**src/hw/rtl/trl_pkg.sv**
```systemverilog
// Shared types and constants for the thick line rasterizer.
package trl_pkg;

  localparam logic REQ_START   = 1'b0;
  localparam logic REQ_ADVANCE = 1'b1;

  localparam int REG_INDEX_BITS = 2;
  localparam logic [REG_INDEX_BITS-1:0] REG_DEFAULT_WIDTH   = 2'd0;
  localparam logic [REG_INDEX_BITS-1:0] REG_DEFAULT_OPACITY = 2'd1;
  localparam logic [REG_INDEX_BITS-1:0] REG_ORIGIN_X        = 2'd2;
  localparam logic [REG_INDEX_BITS-1:0] REG_ORIGIN_Y        = 2'd3;

  localparam int WIDTH_BITS   = 8;
  localparam int OPACITY_BITS = 8;
  localparam int HALF_BITS    = WIDTH_BITS - 1;

  localparam logic [WIDTH_BITS-1:0]   WIDTH_RESET      = 8'd1;
  localparam logic [OPACITY_BITS-1:0] OPACITY_RESET    = 8'd255;
  localparam logic [WIDTH_BITS-1:0]   WIDTH_FALLBACK   = 8'd1;
  localparam logic [OPACITY_BITS-1:0] OPACITY_FALLBACK = 8'd255;
  localparam logic [WIDTH_BITS-1:0]   ROUND_LIMIT      = 8'd2;

  typedef struct packed {
    logic [HALF_BITS-1:0]    half;
    logic [OPACITY_BITS-1:0] opacity;
    logic                    rounded;
  } attr_t;

  typedef struct packed {
    logic step_x;
    logic step_y;
  } dirs_t;

  typedef struct packed {
    logic emit;
    logic at_end;
    logic active;
  } core_status_t;

endpackage

```
**src/hw/rtl/trl_cfg.sv**
```systemverilog
// Configuration registers: default width, default opacity and layer origin.
module trl_cfg #(
  parameter int COORD_BITS = 12
) (
  input  logic                                    clk,
  input  logic                                    rst,
  input  logic                                    cfg_wr_en,
  input  logic [trl_pkg::REG_INDEX_BITS-1:0]      cfg_index,
  input  logic [COORD_BITS-1:0]                   cfg_data,
  output logic [trl_pkg::WIDTH_BITS-1:0]          default_width,
  output logic [trl_pkg::OPACITY_BITS-1:0]        default_opacity,
  output logic signed [COORD_BITS-1:0]            origin_x,
  output logic signed [COORD_BITS-1:0]            origin_y
);
  import trl_pkg::*;

  always_ff @(posedge clk) begin
    if (rst) begin
      default_width   <= WIDTH_RESET;
      default_opacity <= OPACITY_RESET;
      origin_x        <= '0;
      origin_y        <= '0;
    end else if (cfg_wr_en) begin
      unique case (cfg_index)
        REG_DEFAULT_WIDTH:   default_width   <= cfg_data[WIDTH_BITS-1:0];
        REG_DEFAULT_OPACITY: default_opacity <= cfg_data[OPACITY_BITS-1:0];
        REG_ORIGIN_X:        origin_x        <= $signed(cfg_data);
        REG_ORIGIN_Y:        origin_y        <= $signed(cfg_data);
        default: ;
      endcase
    end
  end

endmodule

```
**src/hw/rtl/trl_setup.sv**
```systemverilog
// Start word setup: screen endpoints, deltas, steps, initial error and attributes.
module trl_setup #(
  parameter int COORD_BITS = 12
) (
  input  logic signed [COORD_BITS-1:0]      start_x,
  input  logic signed [COORD_BITS-1:0]      start_y,
  input  logic signed [COORD_BITS-1:0]      end_x,
  input  logic signed [COORD_BITS-1:0]      end_y,
  input  logic [trl_pkg::WIDTH_BITS-1:0]    line_width,
  input  logic [trl_pkg::OPACITY_BITS-1:0]  line_opacity,
  input  logic [trl_pkg::WIDTH_BITS-1:0]    default_width,
  input  logic [trl_pkg::OPACITY_BITS-1:0]  default_opacity,
  input  logic signed [COORD_BITS-1:0]      origin_x,
  input  logic signed [COORD_BITS-1:0]      origin_y,
  output logic signed [COORD_BITS:0]        x0,
  output logic signed [COORD_BITS:0]        y0,
  output logic signed [COORD_BITS:0]        x1,
  output logic signed [COORD_BITS:0]        y1,
  output logic signed [COORD_BITS+1:0]      dx,
  output logic signed [COORD_BITS+1:0]      ndy,
  output trl_pkg::dirs_t                    dirs,
  output logic signed [COORD_BITS+2:0]      err,
  output trl_pkg::attr_t                    attr
);
  import trl_pkg::*;

  localparam int PW = COORD_BITS + 1;
  localparam int DW = COORD_BITS + 2;

  logic signed [DW-1:0]           diff_x;
  logic signed [DW-1:0]           diff_y;
  logic signed [DW-1:0]           ady;
  logic [WIDTH_BITS-1:0]          width_res;
  logic [OPACITY_BITS-1:0]        opacity_res;

  always_comb begin
    x0 = $signed({origin_x[COORD_BITS-1], origin_x}) + $signed({start_x[COORD_BITS-1], start_x});
    y0 = $signed({origin_y[COORD_BITS-1], origin_y}) + $signed({start_y[COORD_BITS-1], start_y});
    x1 = $signed({origin_x[COORD_BITS-1], origin_x}) + $signed({end_x[COORD_BITS-1], end_x});
    y1 = $signed({origin_y[COORD_BITS-1], origin_y}) + $signed({end_y[COORD_BITS-1], end_y});

    diff_x = $signed({x1[PW-1], x1}) - $signed({x0[PW-1], x0});
    diff_y = $signed({y1[PW-1], y1}) - $signed({y0[PW-1], y0});
    dx     = diff_x[DW-1] ? -diff_x : diff_x;
    ady    = diff_y[DW-1] ? -diff_y : diff_y;
    ndy    = -ady;
    dirs.step_x = (diff_x <= 0);
    dirs.step_y = (diff_y <= 0);
    err    = $signed({dx[DW-1], dx}) + $signed({ndy[DW-1], ndy});

    if (line_width != '0) begin
      width_res = line_width;
    end else if (default_width != '0) begin
      width_res = default_width;
    end else begin
      width_res = WIDTH_FALLBACK;
    end
    if (line_opacity != '0) begin
      opacity_res = line_opacity;
    end else if (default_opacity != '0) begin
      opacity_res = default_opacity;
    end else begin
      opacity_res = OPACITY_FALLBACK;
    end
    attr.half    = width_res[WIDTH_BITS-1:1];
    attr.opacity = opacity_res;
    attr.rounded = (width_res > ROUND_LIMIT);
  end

endmodule

```
**src/hw/rtl/trl_core.sv**
```systemverilog
// Line state and one Bresenham step per word, with the pixel square for it.
module trl_core #(
  parameter int COORD_BITS = 12
) (
  input  logic                            clk,
  input  logic                            rst,
  input  logic                            fire,
  input  logic                            start,
  input  logic signed [COORD_BITS:0]      load_x0,
  input  logic signed [COORD_BITS:0]      load_y0,
  input  logic signed [COORD_BITS:0]      load_x1,
  input  logic signed [COORD_BITS:0]      load_y1,
  input  logic signed [COORD_BITS+1:0]    load_dx,
  input  logic signed [COORD_BITS+1:0]    load_ndy,
  input  trl_pkg::dirs_t                  load_dirs,
  input  logic signed [COORD_BITS+2:0]    load_err,
  input  trl_pkg::attr_t                  load_attr,
  output trl_pkg::core_status_t           status,
  output logic signed [COORD_BITS+1:0]    pix_left,
  output logic signed [COORD_BITS+1:0]    pix_top,
  output logic signed [COORD_BITS+1:0]    pix_right,
  output logic signed [COORD_BITS+1:0]    pix_bottom,
  output trl_pkg::attr_t                  pix_attr
);
  import trl_pkg::*;

  localparam int PW = COORD_BITS + 1;
  localparam int DW = COORD_BITS + 2;
  localparam int EW = COORD_BITS + 3;

  logic signed [PW-1:0] cur_x;
  logic signed [PW-1:0] cur_y;
  logic signed [PW-1:0] target_x;
  logic signed [PW-1:0] target_y;
  logic signed [DW-1:0] delta_x;
  logic signed [DW-1:0] neg_delta_y;
  dirs_t                dirs;
  logic signed [EW-1:0] error_term;
  attr_t                attr;
  logic                 active;

  logic signed [PW-1:0] sel_x, sel_y, sel_tx, sel_ty;
  logic signed [DW-1:0] sel_dx, sel_ndy;
  dirs_t                sel_dirs;
  logic signed [EW-1:0] sel_err;
  attr_t                sel_attr;
  logic                 at_end;
  logic                 emit;
  logic signed [EW:0]   e2;
  logic                 move_x, move_y;
  logic signed [EW-1:0] error_term_next;
  logic signed [PW-1:0] cur_x_next, cur_y_next;
  logic signed [DW-1:0] half_ext;

  always_comb begin
    sel_x    = start ? load_x0   : cur_x;
    sel_y    = start ? load_y0   : cur_y;
    sel_tx   = start ? load_x1   : target_x;
    sel_ty   = start ? load_y1   : target_y;
    sel_dx   = start ? load_dx   : delta_x;
    sel_ndy  = start ? load_ndy  : neg_delta_y;
    sel_dirs = start ? load_dirs : dirs;
    sel_err  = start ? load_err  : error_term;
    sel_attr = start ? load_attr : attr;

    at_end = (sel_x == sel_tx) && (sel_y == sel_ty);
    emit   = fire && (start || active);

    e2     = {sel_err, 1'b0};
    move_x = (e2 >= $signed({{2{sel_ndy[DW-1]}}, sel_ndy}));
    move_y = (e2 <= $signed({{2{sel_dx[DW-1]}}, sel_dx}));

    error_term_next = sel_err
                    + (move_x ? $signed({sel_ndy[DW-1], sel_ndy}) : $signed(EW'(0)))
                    + (move_y ? $signed({sel_dx[DW-1], sel_dx}) : $signed(EW'(0)));
    cur_x_next = move_x ? (sel_x + (sel_dirs.step_x ? $signed({PW{1'b1}}) : $signed(PW'(1))))
                        : sel_x;
    cur_y_next = move_y ? (sel_y + (sel_dirs.step_y ? $signed({PW{1'b1}}) : $signed(PW'(1))))
                        : sel_y;

    half_ext   = $signed({{(DW-HALF_BITS){1'b0}}, sel_attr.half});
    pix_left   = $signed({sel_x[PW-1], sel_x}) - half_ext;
    pix_top    = $signed({sel_y[PW-1], sel_y}) - half_ext;
    pix_right  = $signed({sel_x[PW-1], sel_x}) + half_ext;
    pix_bottom = $signed({sel_y[PW-1], sel_y}) + half_ext;
    pix_attr   = sel_attr;

    status.emit   = emit;
    status.at_end = at_end;
    status.active = active;
  end

  always_ff @(posedge clk) begin
    if (rst) begin
      active <= 1'b0;
    end else if (emit) begin
      active <= !at_end;
    end
  end

  always_ff @(posedge clk) begin
    if (emit) begin
      cur_x       <= at_end ? sel_x : cur_x_next;
      cur_y       <= at_end ? sel_y : cur_y_next;
      target_x    <= sel_tx;
      target_y    <= sel_ty;
      delta_x     <= sel_dx;
      neg_delta_y <= sel_ndy;
      dirs        <= sel_dirs;
      error_term  <= at_end ? sel_err : error_term_next;
      attr        <= sel_attr;
    end
  end

endmodule

```
**src/hw/rtl/thick_line_rasterizer.sv**
```systemverilog
// Thick line rasterizer top level: input stage, step core and result register.
// A start word loads a line (endpoints moved by the origin registers) and yields its
// first pixel; each advance word yields the next Bresenham pixel as a square of half
// width width/2 with the resolved opacity, a rounded flag and a last flag. An advance
// with no line in progress yields nothing. One word is taken per clock while in_stall
// is low, and each pixel passes through the input register and the result register:
// start words are resolved on the way into the input register, and the step core
// between the input and result registers does its error update, which sets the
// one-pixel-per-clock rate when the output does not stall. The result register holds
// a pixel under stall while the next word can still be taken into the input register.
module thick_line_rasterizer #(
  parameter int COORD_BITS = 12
) (
  input  logic                                  clk,
  input  logic                                  rst,
  input  logic                                  cfg_wr_en,
  input  logic [trl_pkg::REG_INDEX_BITS-1:0]    cfg_index,
  input  logic [COORD_BITS-1:0]                 cfg_data,
  input  logic                                  in_valid,
  output logic                                  in_stall,
  input  logic                                  req_type,
  input  logic signed [COORD_BITS-1:0]          start_x,
  input  logic signed [COORD_BITS-1:0]          start_y,
  input  logic signed [COORD_BITS-1:0]          end_x,
  input  logic signed [COORD_BITS-1:0]          end_y,
  input  logic [trl_pkg::WIDTH_BITS-1:0]        line_width,
  input  logic [trl_pkg::OPACITY_BITS-1:0]      line_opacity,
  output logic                                  out_valid,
  input  logic                                  out_stall,
  output logic signed [COORD_BITS+1:0]          area_left,
  output logic signed [COORD_BITS+1:0]          area_top,
  output logic signed [COORD_BITS+1:0]          area_right,
  output logic signed [COORD_BITS+1:0]          area_bottom,
  output logic [trl_pkg::OPACITY_BITS-1:0]      pixel_opacity,
  output logic                                  rounded,
  output logic                                  last
);
  import trl_pkg::*;

  localparam int PW = COORD_BITS + 1;
  localparam int DW = COORD_BITS + 2;
  localparam int EW = COORD_BITS + 3;

  logic [WIDTH_BITS-1:0]      default_width;
  logic [OPACITY_BITS-1:0]    default_opacity;
  logic signed [COORD_BITS-1:0] origin_x, origin_y;

  logic signed [PW-1:0] set_x0, set_y0, set_x1, set_y1;
  logic signed [DW-1:0] set_dx, set_ndy;
  dirs_t                set_dirs;
  logic signed [EW-1:0] set_err;
  attr_t                set_attr;

  logic                 s1_valid;
  logic                 s1_start;
  logic signed [PW-1:0] s1_x0, s1_y0, s1_x1, s1_y1;
  logic signed [DW-1:0] s1_dx, s1_ndy;
  dirs_t                s1_dirs;
  logic signed [EW-1:0] s1_err;
  attr_t                s1_attr;
  logic                 s1_go;
  logic                 s1_fire;
  logic                 in_take;

  core_status_t         status;
  logic signed [DW-1:0] pix_left, pix_top, pix_right, pix_bottom;
  attr_t                pix_attr;

  trl_cfg #(.COORD_BITS(COORD_BITS)) u_cfg (
    .clk             (clk),
    .rst             (rst),
    .cfg_wr_en       (cfg_wr_en),
    .cfg_index       (cfg_index),
    .cfg_data        (cfg_data),
    .default_width   (default_width),
    .default_opacity (default_opacity),
    .origin_x        (origin_x),
    .origin_y        (origin_y)
  );

  trl_setup #(.COORD_BITS(COORD_BITS)) u_setup (
    .start_x         (start_x),
    .start_y         (start_y),
    .end_x           (end_x),
    .end_y           (end_y),
    .line_width      (line_width),
    .line_opacity    (line_opacity),
    .default_width   (default_width),
    .default_opacity (default_opacity),
    .origin_x        (origin_x),
    .origin_y        (origin_y),
    .x0              (set_x0),
    .y0              (set_y0),
    .x1              (set_x1),
    .y1              (set_y1),
    .dx              (set_dx),
    .ndy             (set_ndy),
    .dirs            (set_dirs),
    .err             (set_err),
    .attr            (set_attr)
  );

  assign s1_go    = !out_valid || !out_stall;
  assign s1_fire  = s1_valid && s1_go;
  assign in_stall = s1_valid && !s1_go;
  assign in_take  = in_valid && !in_stall;

  always_ff @(posedge clk) begin
    if (rst) begin
      s1_valid <= 1'b0;
    end else if (!in_stall) begin
      s1_valid <= in_valid;
    end
  end

  always_ff @(posedge clk) begin
    if (in_take) begin
      s1_start <= (req_type == REQ_START);
      s1_x0    <= set_x0;
      s1_y0    <= set_y0;
      s1_x1    <= set_x1;
      s1_y1    <= set_y1;
      s1_dx    <= set_dx;
      s1_ndy   <= set_ndy;
      s1_dirs  <= set_dirs;
      s1_err   <= set_err;
      s1_attr  <= set_attr;
    end
  end

  trl_core #(.COORD_BITS(COORD_BITS)) u_core (
    .clk        (clk),
    .rst        (rst),
    .fire       (s1_fire),
    .start      (s1_start),
    .load_x0    (s1_x0),
    .load_y0    (s1_y0),
    .load_x1    (s1_x1),
    .load_y1    (s1_y1),
    .load_dx    (s1_dx),
    .load_ndy   (s1_ndy),
    .load_dirs  (s1_dirs),
    .load_err   (s1_err),
    .load_attr  (s1_attr),
    .status     (status),
    .pix_left   (pix_left),
    .pix_top    (pix_top),
    .pix_right  (pix_right),
    .pix_bottom (pix_bottom),
    .pix_attr   (pix_attr)
  );

  always_ff @(posedge clk) begin
    if (rst) begin
      out_valid <= 1'b0;
    end else if (s1_go) begin
      out_valid <= status.emit;
    end
  end

  always_ff @(posedge clk) begin
    if (s1_go && status.emit) begin
      area_left     <= pix_left;
      area_top      <= pix_top;
      area_right    <= pix_right;
      area_bottom   <= pix_bottom;
      pixel_opacity <= pix_attr.opacity;
      rounded       <= pix_attr.rounded;
      last          <= status.at_end;
    end
  end

`ifndef SYNTHESIS
  assert property (@(posedge clk) disable iff (rst)
    status.emit && status.at_end |=> !status.active)
    else $error("line still active after its last pixel");

  assert property (@(posedge clk) disable iff (rst)
    s1_fire && !s1_start && !status.active |=> !out_valid)
    else $error("advance with no line in progress produced a pixel");

  assert property (@(posedge clk) disable iff (rst)
    s1_valid && out_valid && out_stall |-> in_stall)
    else $error("input taken while the step stage is blocked");
`endif

endmodule
```
**config.mk**
```make
export PLATFORM = sky130hd
export DESIGN_NAME = thick_line_rasterizer
export DESIGN_NICKNAME = d
export VERILOG_FILES = /design/src/hw/rtl/trl_pkg.sv /design/src/hw/rtl/trl_cfg.sv /design/src/hw/rtl/trl_setup.sv /design/src/hw/rtl/trl_core.sv /design/src/hw/rtl/thick_line_rasterizer.sv
export SDC_FILE = /design/constraint.sdc
export NUM_CORES = 1
export LEC_CHECK = 0
export ABC_AREA = 0
export BUFFER_PORTS_ARGS = -buffer_cell sky130_fd_sc_hd__buf_2
export CORE_MARGIN = 3
export CORE_UTILIZATION = 56
export CTS_CLUSTER_SIZE = 14
export DETAILED_ROUTE_END_ITERATION = 8
export GPL_ROUTABILITY_DRIVEN = 1
export PLACE_DENSITY = 0.8
export SETUP_SLACK_MARGIN = 0.2
export SYNTH_ARGS = -nofsm -noshare
export SYNTH_HDL_FRONTEND = slang
export SYNTH_SLANG_ARGS = --single-unit
```
**constraint.sdc**
```tcl
create_clock -name clk -period 7.85 [get_ports clk]
set_input_delay 1.1775 -clock clk [delete_from_list [all_inputs] [get_ports clk]]
set_output_delay 1.1775 -clock clk [all_outputs]
set_load 0.02 [all_outputs]
```
# Word level (Yosys, flattened, before mapping)
# Cells that the tools add are included.
# word_totals
reg_bits	336
# op_classes
reduce_logical	22
muxes	24
order_cmp	5
bitwise	1
n_eq_ne	5
addsub	18
# ops
op	n
2-to-1 mux 13 bit	10
2-to-1 mux 15 bit	4
2-to-1 mux 14 bit	4
adder 12 x 12 -> 13 bit	4
negation 14 bit	3
2-to-1 mux 8 bit	4
nonzero test 8 bit	4
adder 15 bit	2
adder 13 x 8 -> 14 bit	2
less-or-equal comparator 14 x 1 -> 1 bit (second input constant)	2
subtractor 13 x 13 -> 14 bit	2
subtractor 13 x 8 -> 14 bit	2
adder 13 bit	2
equality test 13 bit	2
greater-or-equal comparator 16 x 14 -> 1 bit	1
less-or-equal comparator 16 x 14 -> 1 bit	1
2-to-1 mux 16 bit	1
adder 14 x 14 -> 15 bit	1
greater-than comparator 8 x 2 -> 1 bit (second input constant)	1
AND reduction 2 bit	4
logical AND 1 bit	6
zero test 1 bit	5
equality test 2 bit (second input constant)	2
equality test 2 x 1 -> 1 bit (second input constant)	1
other kinds (4)	5

# Logic depth before layout (Yosys ltp)
# logic_depth
ltp_word	6
depth_mapped	36
depth_no_buf	34

# Cells and area by module
# A second synthesis with hierarchy kept.
# hier_totals
cells_unflattened	2004
area_unflattened_um2	22230.1
# modules_own_cells
mod	seq_area_each_um2	n_inst	cells_per_inst	area_each_um2
trl_core	3413.3	1	989	10158.5
thick_line_rasterizer	5445.2	1	192	5502.8
trl_setup	0.0	1	668	4938.5
trl_cfg	800.8	1	155	1630.3

# Least setup slack after synthesis
# No wires, ideal clock.
# synth_path
kind	input-to-reg
from	input port end_y[0]
to	register s1_err[14] (data pin)
n_path_buf	2
t_arrival_ns	7.402
cell_stages	34
slack_ns	0.318
t_required_ns	7.720
setup_time_ns	0.130
path_cell_list	ha_1 -> fa_1 -> a211oi_2 -> o21a_1 -> nor2_1 -> o21a_1 -> o21a_1 -> o21a_1 -> nor2_1 -> xnor2_1 -> ha_1 -> clkdlybuf4s15_1 -> o21ai_0 -> a21oi_1 -> inv_1 -> or3_2 -> o22ai_1 -> buf_6 -> o21ai_0 -> ha_1 -> xnor2_1 -> xnor2_1 -> ha_1 -> a21o_1 -> a21oi_1 -> o21bai_1 -> a21oi_1 -> o21bai_1 -> a21oi_1 -> o21bai_1 -> a21oi_1 -> o21ai_0 -> a2111oi_0 -> a21o_1
# synth_lines
element	line_no	source
start, declared	thick_line_rasterizer.sv:25	input logic signed [COORD_BITS-1:0] end_y,
adder 12 x 12 -> 13 bit	trl_setup.sv:40	y1 = $signed({origin_y[COORD_BITS-1], origin_y}) + $signed({end_y[COORD_BITS-1], end_y});
via set_y1[10]	thick_line_rasterizer.sv:48	logic signed [PW-1:0] set_x0, set_y0, set_x1, set_y1;
subtractor 13 x 13 -> 14 bit	trl_setup.sv:43	diff_y = $signed({y1[PW-1], y1}) - $signed({y0[PW-1], y0});
2-to-1 mux 14 bit	trl_setup.sv:45	ady = diff_y[DW-1] ? -diff_y : diff_y;
negation 14 bit	trl_setup.sv:46	ndy = -ady;
via set_ndy[2]	thick_line_rasterizer.sv:49	logic signed [DW-1:0] set_dx, set_ndy;
adder 14 x 14 -> 15 bit	trl_setup.sv:49	err = $signed({dx[DW-1], dx}) + $signed({ndy[DW-1], ndy});
via set_err[14]	thick_line_rasterizer.sv:51	logic signed [EW-1:0] set_err;
end signal, assigned	thick_line_rasterizer.sv:126	s1_err <= set_err;
end, declared	thick_line_rasterizer.sv:59	logic signed [EW-1:0] s1_err;
# The timed path passes the listed nets, and every way through them passes these cells.
# A chain may end at the register's enable or synchronous reset.

# Worst setup path after layout
# layout_path
from	input port start_y[0]
to	register s1_err[14] (data pin)
# layout_between
elab_chain_cells	6
# layout_rtl
element	line_no	source
start, declared	thick_line_rasterizer.sv:23	input logic signed [COORD_BITS-1:0] start_y,
adder 12 x 12 -> 13 bit (*)	trl_setup.sv:38	y0 = $signed({origin_y[COORD_BITS-1], origin_y}) + $signed({start_y[COORD_BITS-1], start_y});
subtractor 13 x 13 -> 14 bit (*)	trl_setup.sv:43	
negation 14 bit	trl_setup.sv:45	
2-to-1 mux 14 bit (*)	trl_setup.sv:45	
negation 14 bit (*)	trl_setup.sv:46	
via set_ndy[2]	thick_line_rasterizer.sv:49	
adder 14 x 14 -> 15 bit (*)	trl_setup.sv:49	
via set_err[14]	thick_line_rasterizer.sv:51	
# The timed path passes the listed nets; every way through them passes the cells marked *.

==> impl_metrics.py <==
metrics = {
    "global_route": {
        "antenna_found_initial": 0,
        "grt_start_max_net_pins": 71,
        "overflow": 0,
        "grt_pass1_vias": 15520,
        "track_usage_pct": 25.28,
        "grt_pass1_wl_mm": 81.79,
    },
    "die": {
        "start_util_pct": 57.47,
        "io_pins": 152,
        "die_h_um": 200.8,
        "rows": 70,
        "core-area_um2": 36960,
        "die_w_um": 200.8,
        "dieArea_um2": 40300,
    },
    "logic_synthesis": {
        "synth.area.top_cells": "edfxtp_1 (41%), ha_1 (11%), xnor2_1 (5.9%), dfxtp_1 (4.1%), inv_1 (3.8%)",
        "async_reset_ff_share_pct": 0,
        "synth.net_count": 2273,
        "postSynthCellCount": 1977,
        "synth.top_cells.by_count": "edfxtp_1 (291), inv_1 (213), ha_1 (184)",
        "yosys_register_bits": 334,
        "syn_area_um2": 21240,
        "syn_area_per_cell_um2": 10.74,
        "synth.most_common_cell": "edfxtp_1",
        "synth.distinct_cells": 86,
        "synth.yosys.warnings": 0,
        "yosysTopAreaCellShare_pct": 41.14,
        "synth_area_leader_cell": "edfxtp_1",
        "ys.flop_type": "edfxtp_1",
        "synth_edf_count": 291,
        "ys_seq_area_share_pct": 45.19,
    },
    "timing": {
        "tightest_slew_ns": 0.9563,
        "final.period_utilization_pct": 92.13,
        "hold_viol": 0,
        "finalCriticalPeriod_ns": 7.232,
        "drv_slew": 0,
        "worst_hold_slack_ns": 0.4812,
        "skew_ns": 0.02806,
        "rsz0062_at_grt": "true",
        "setup_viol": 0,
        "slew_headroom_pct": 34.42,
        "max_freq_mhz": 138.3,
    },
    "placement": {
        "portBuffers": 151,
        "numPlacedInstances": 2613,
        "dp_hpwl_mm": 39.57,
        "globalplace.congestion": 0.9108,
    },
    "final_layout": {
        "nets": 2445,
        "final_cells": 2681,
        "post_route_cells_drive_above_1_share_pct": 15.20,
        "antenna_cells": 0,
        "area_growth_pct": 12.51,
    },
    "clock_tree": {
        "clk-insertion-delay-late_ns": 0.55,
        "cts_tree": "yes",
        "ctsHoldBuffers": 0,
        "cts_setup_buffers": 0,
        "cts.sinks": 334,
        "cts_max_path_buffers": 3,
        "path_clk_slew_ns": 0.05,
        "cts_max_level": 2,
        "cts-buffers-inserted": 38,
        "root_buffer": "clkbuf_16",
    },
    "power": {
        "p_leak_nw": 10.18,
        "p_total_mw": 8.563,
        "power_density_nw_per_um2": 358.3,
        "vdd_ir_drop_max_v": 0.0002302,
    },
    "route": {
        "drc_errors": 0,
        "dr_total_vias": 15440,
        "wl_per_cell_um": 19.31,
        "drt_pass1_iterations": 6,
        "routed_wl_mm": 51.77,
        "antenna_left": 0,
        "viasPerCell": 5.760,
        "drt_first_iter_violations": 1172,
    },
    "worst_setup_path": {
        "crit_fanout": 4,
        "reg2reg_slack_ns": 0.90,
        "required_ns": 8.25,
        "rr_endpoint": "s1_err[14]",
        "rr_worst_depth": 32,
        "crit_type": "in -> reg",
        "cp_data_arrival_time_ns": 7.63,
        "r2r-start": "u_cfg.origin_y[0]",
        "start_kind": "primary input",
        "endpoint_kind": "flip-flop",
        "critPathMaxStageDelay_ns": 0.49,
        "cpMaxStageDelayCell": "or3_2",
    },
    "run": {
        "drv_cap": 0,
    },
    "min_path": {
        "min_path_type": "reg -> reg",
        "worst_hold_path.num_cells": 2,
        "worstHoldStart": "u_cfg.default_opacity[4]",
        "hold_end": "u_cfg.default_opacity[4]",
    },
    "status": {
        "run_status": "completed",
    },
}
stage by stage:
stage / worst slack [ns] / area, um2 / setup TNS (ns) / util, %
after floorplan: 0.3184 / 21240 / 0 / -
after global placement: 0.1230 / 22640 / 0 / 61.25
after detailed placement: -0.1150 / 22640 / -0.1150 / 61.25
after CTS: 0.4108 / 23870 / 0 / 64.58
after global routing: 0.1396 / 23900 / 0 / 64.66
final: 0.6177 / 23900 / 0 / 64.66
flip-flops by register name, summed over array words and instances, names as in the netlist, 15 cells and up:
register,count
s1_attr,16
u_core.attr,16
s1_err,15
u_core.error_term,15
final cells by class:
type,count,area (um2)
Timing Repair Buffer,174,940.9
Sequential cell,334,9599
Fill cell,2828,13060
Multi-Input combinational cell,1385,10690
Clock buffer,57,1135
Clock inverter,11,96.34
Tap cell,504,630.6
Inverter,216,810.8
what timing repair did:
item	in CTS	in global routing
endpoints found under the setup margin	0	4
resized for setup	0	7
hold endpoints to repair	0	0
layout by cell type, fill, tap and decap left out, drive strengths merged, types with 7 or more instances in the layout:
master / Yosys / final
nor2: 125 / 125
nor4: 10 / 10
inv: 214 / 216
o31ai: 12 / 12
and2: 7 / 7
fa: 28 / 28
nand3: 19 / 19
and3: 10 / 10
clkinv: 2 / 10
nand3b: 10 / 10
o21bai: 38 / 38
a21oi: 135 / 135
clkbuf: 23 / 57
ha: 184 / 184
nand2b: 12 / 12
o211ai: 7 / 7
xnor2: 147 / 147
nor3: 25 / 25
a21boi: 12 / 12
xor2: 42 / 42
o21a: 17 / 17
nand4: 15 / 15
dfxtp: 43 / 43
a211oi: 7 / 7
nand2: 167 / 167
mux2: 57 / 57
or3: 21 / 21
edfxtp: 291 / 291
buf: 18 / 174
nor2b: 19 / 19
o21ai: 81 / 81
mux2i: 75 / 75
a21o: 44 / 44
how the worst max path moves through the flow:
stage / start / to / slack [ns] / depth (start not counted)
floorplan: end_y[0] / s1_err[14] / 0.32 / 34
global placement: start_y[0] / s1_err[14] / 0.12 / 33
detailed placement: start_y[0] / s1_err[14] / -0.11 / 33
CTS: start_y[0] / s1_err[14] / 0.41 / 33
global route: start_y[0] / s1_err[14] / 0.14 / 33
finish: start_y[0] / s1_err[14] / 0.62 / 33
routing by layer:
layer / part of all wire [%] / vias up / global-route usage, %
li1: - / 7333 / -
met1: 42 / 7448 / 34.23
met2: 46 / 563 / 41.47
met3: 8.4 / 99 / 4.751
met4: 2.9 / 0 / 8.105
met5: 0 / - / 0
cells by family (layout without fill, tap and decap cells):
family / count (synthesis) / count (layout) / synth area share [%]
AOI/OAI and AO/OA: 388 / 388 / 11.62
DFF: 334 / 334 / 45.19
buffers and inverters: 258 / 458 / 4.771
adders and majority gates: 213 / 213 / 13.53
muxes: 132 / 132 / 6.633
and+or+nand+nor: 463 / 463 / 10.25
xor gates and xnor gates: 189 / 189 / 8.005
worst max-delay path: cells and delay by family:
kind                     cells  cell delay, ns
buffers and inverters        1            0.10
XOR/XNOR                     2            0.35
AO/OA/AOI/OAI               19            3.30
adder cells (fa/ha/maj)      5            1.55
AND/OR/NAND/NOR              6            1.12
report_power, final:
part           leakage, nW  internal [mW]  switching, mW  total, mW
clock                0.610           1.04          0.708       1.74
sequential            3.09           2.48         0.0801       2.56
combinational         6.48           1.77           2.49       4.26
Note: power is estimated with default switching activity, not from simulation.
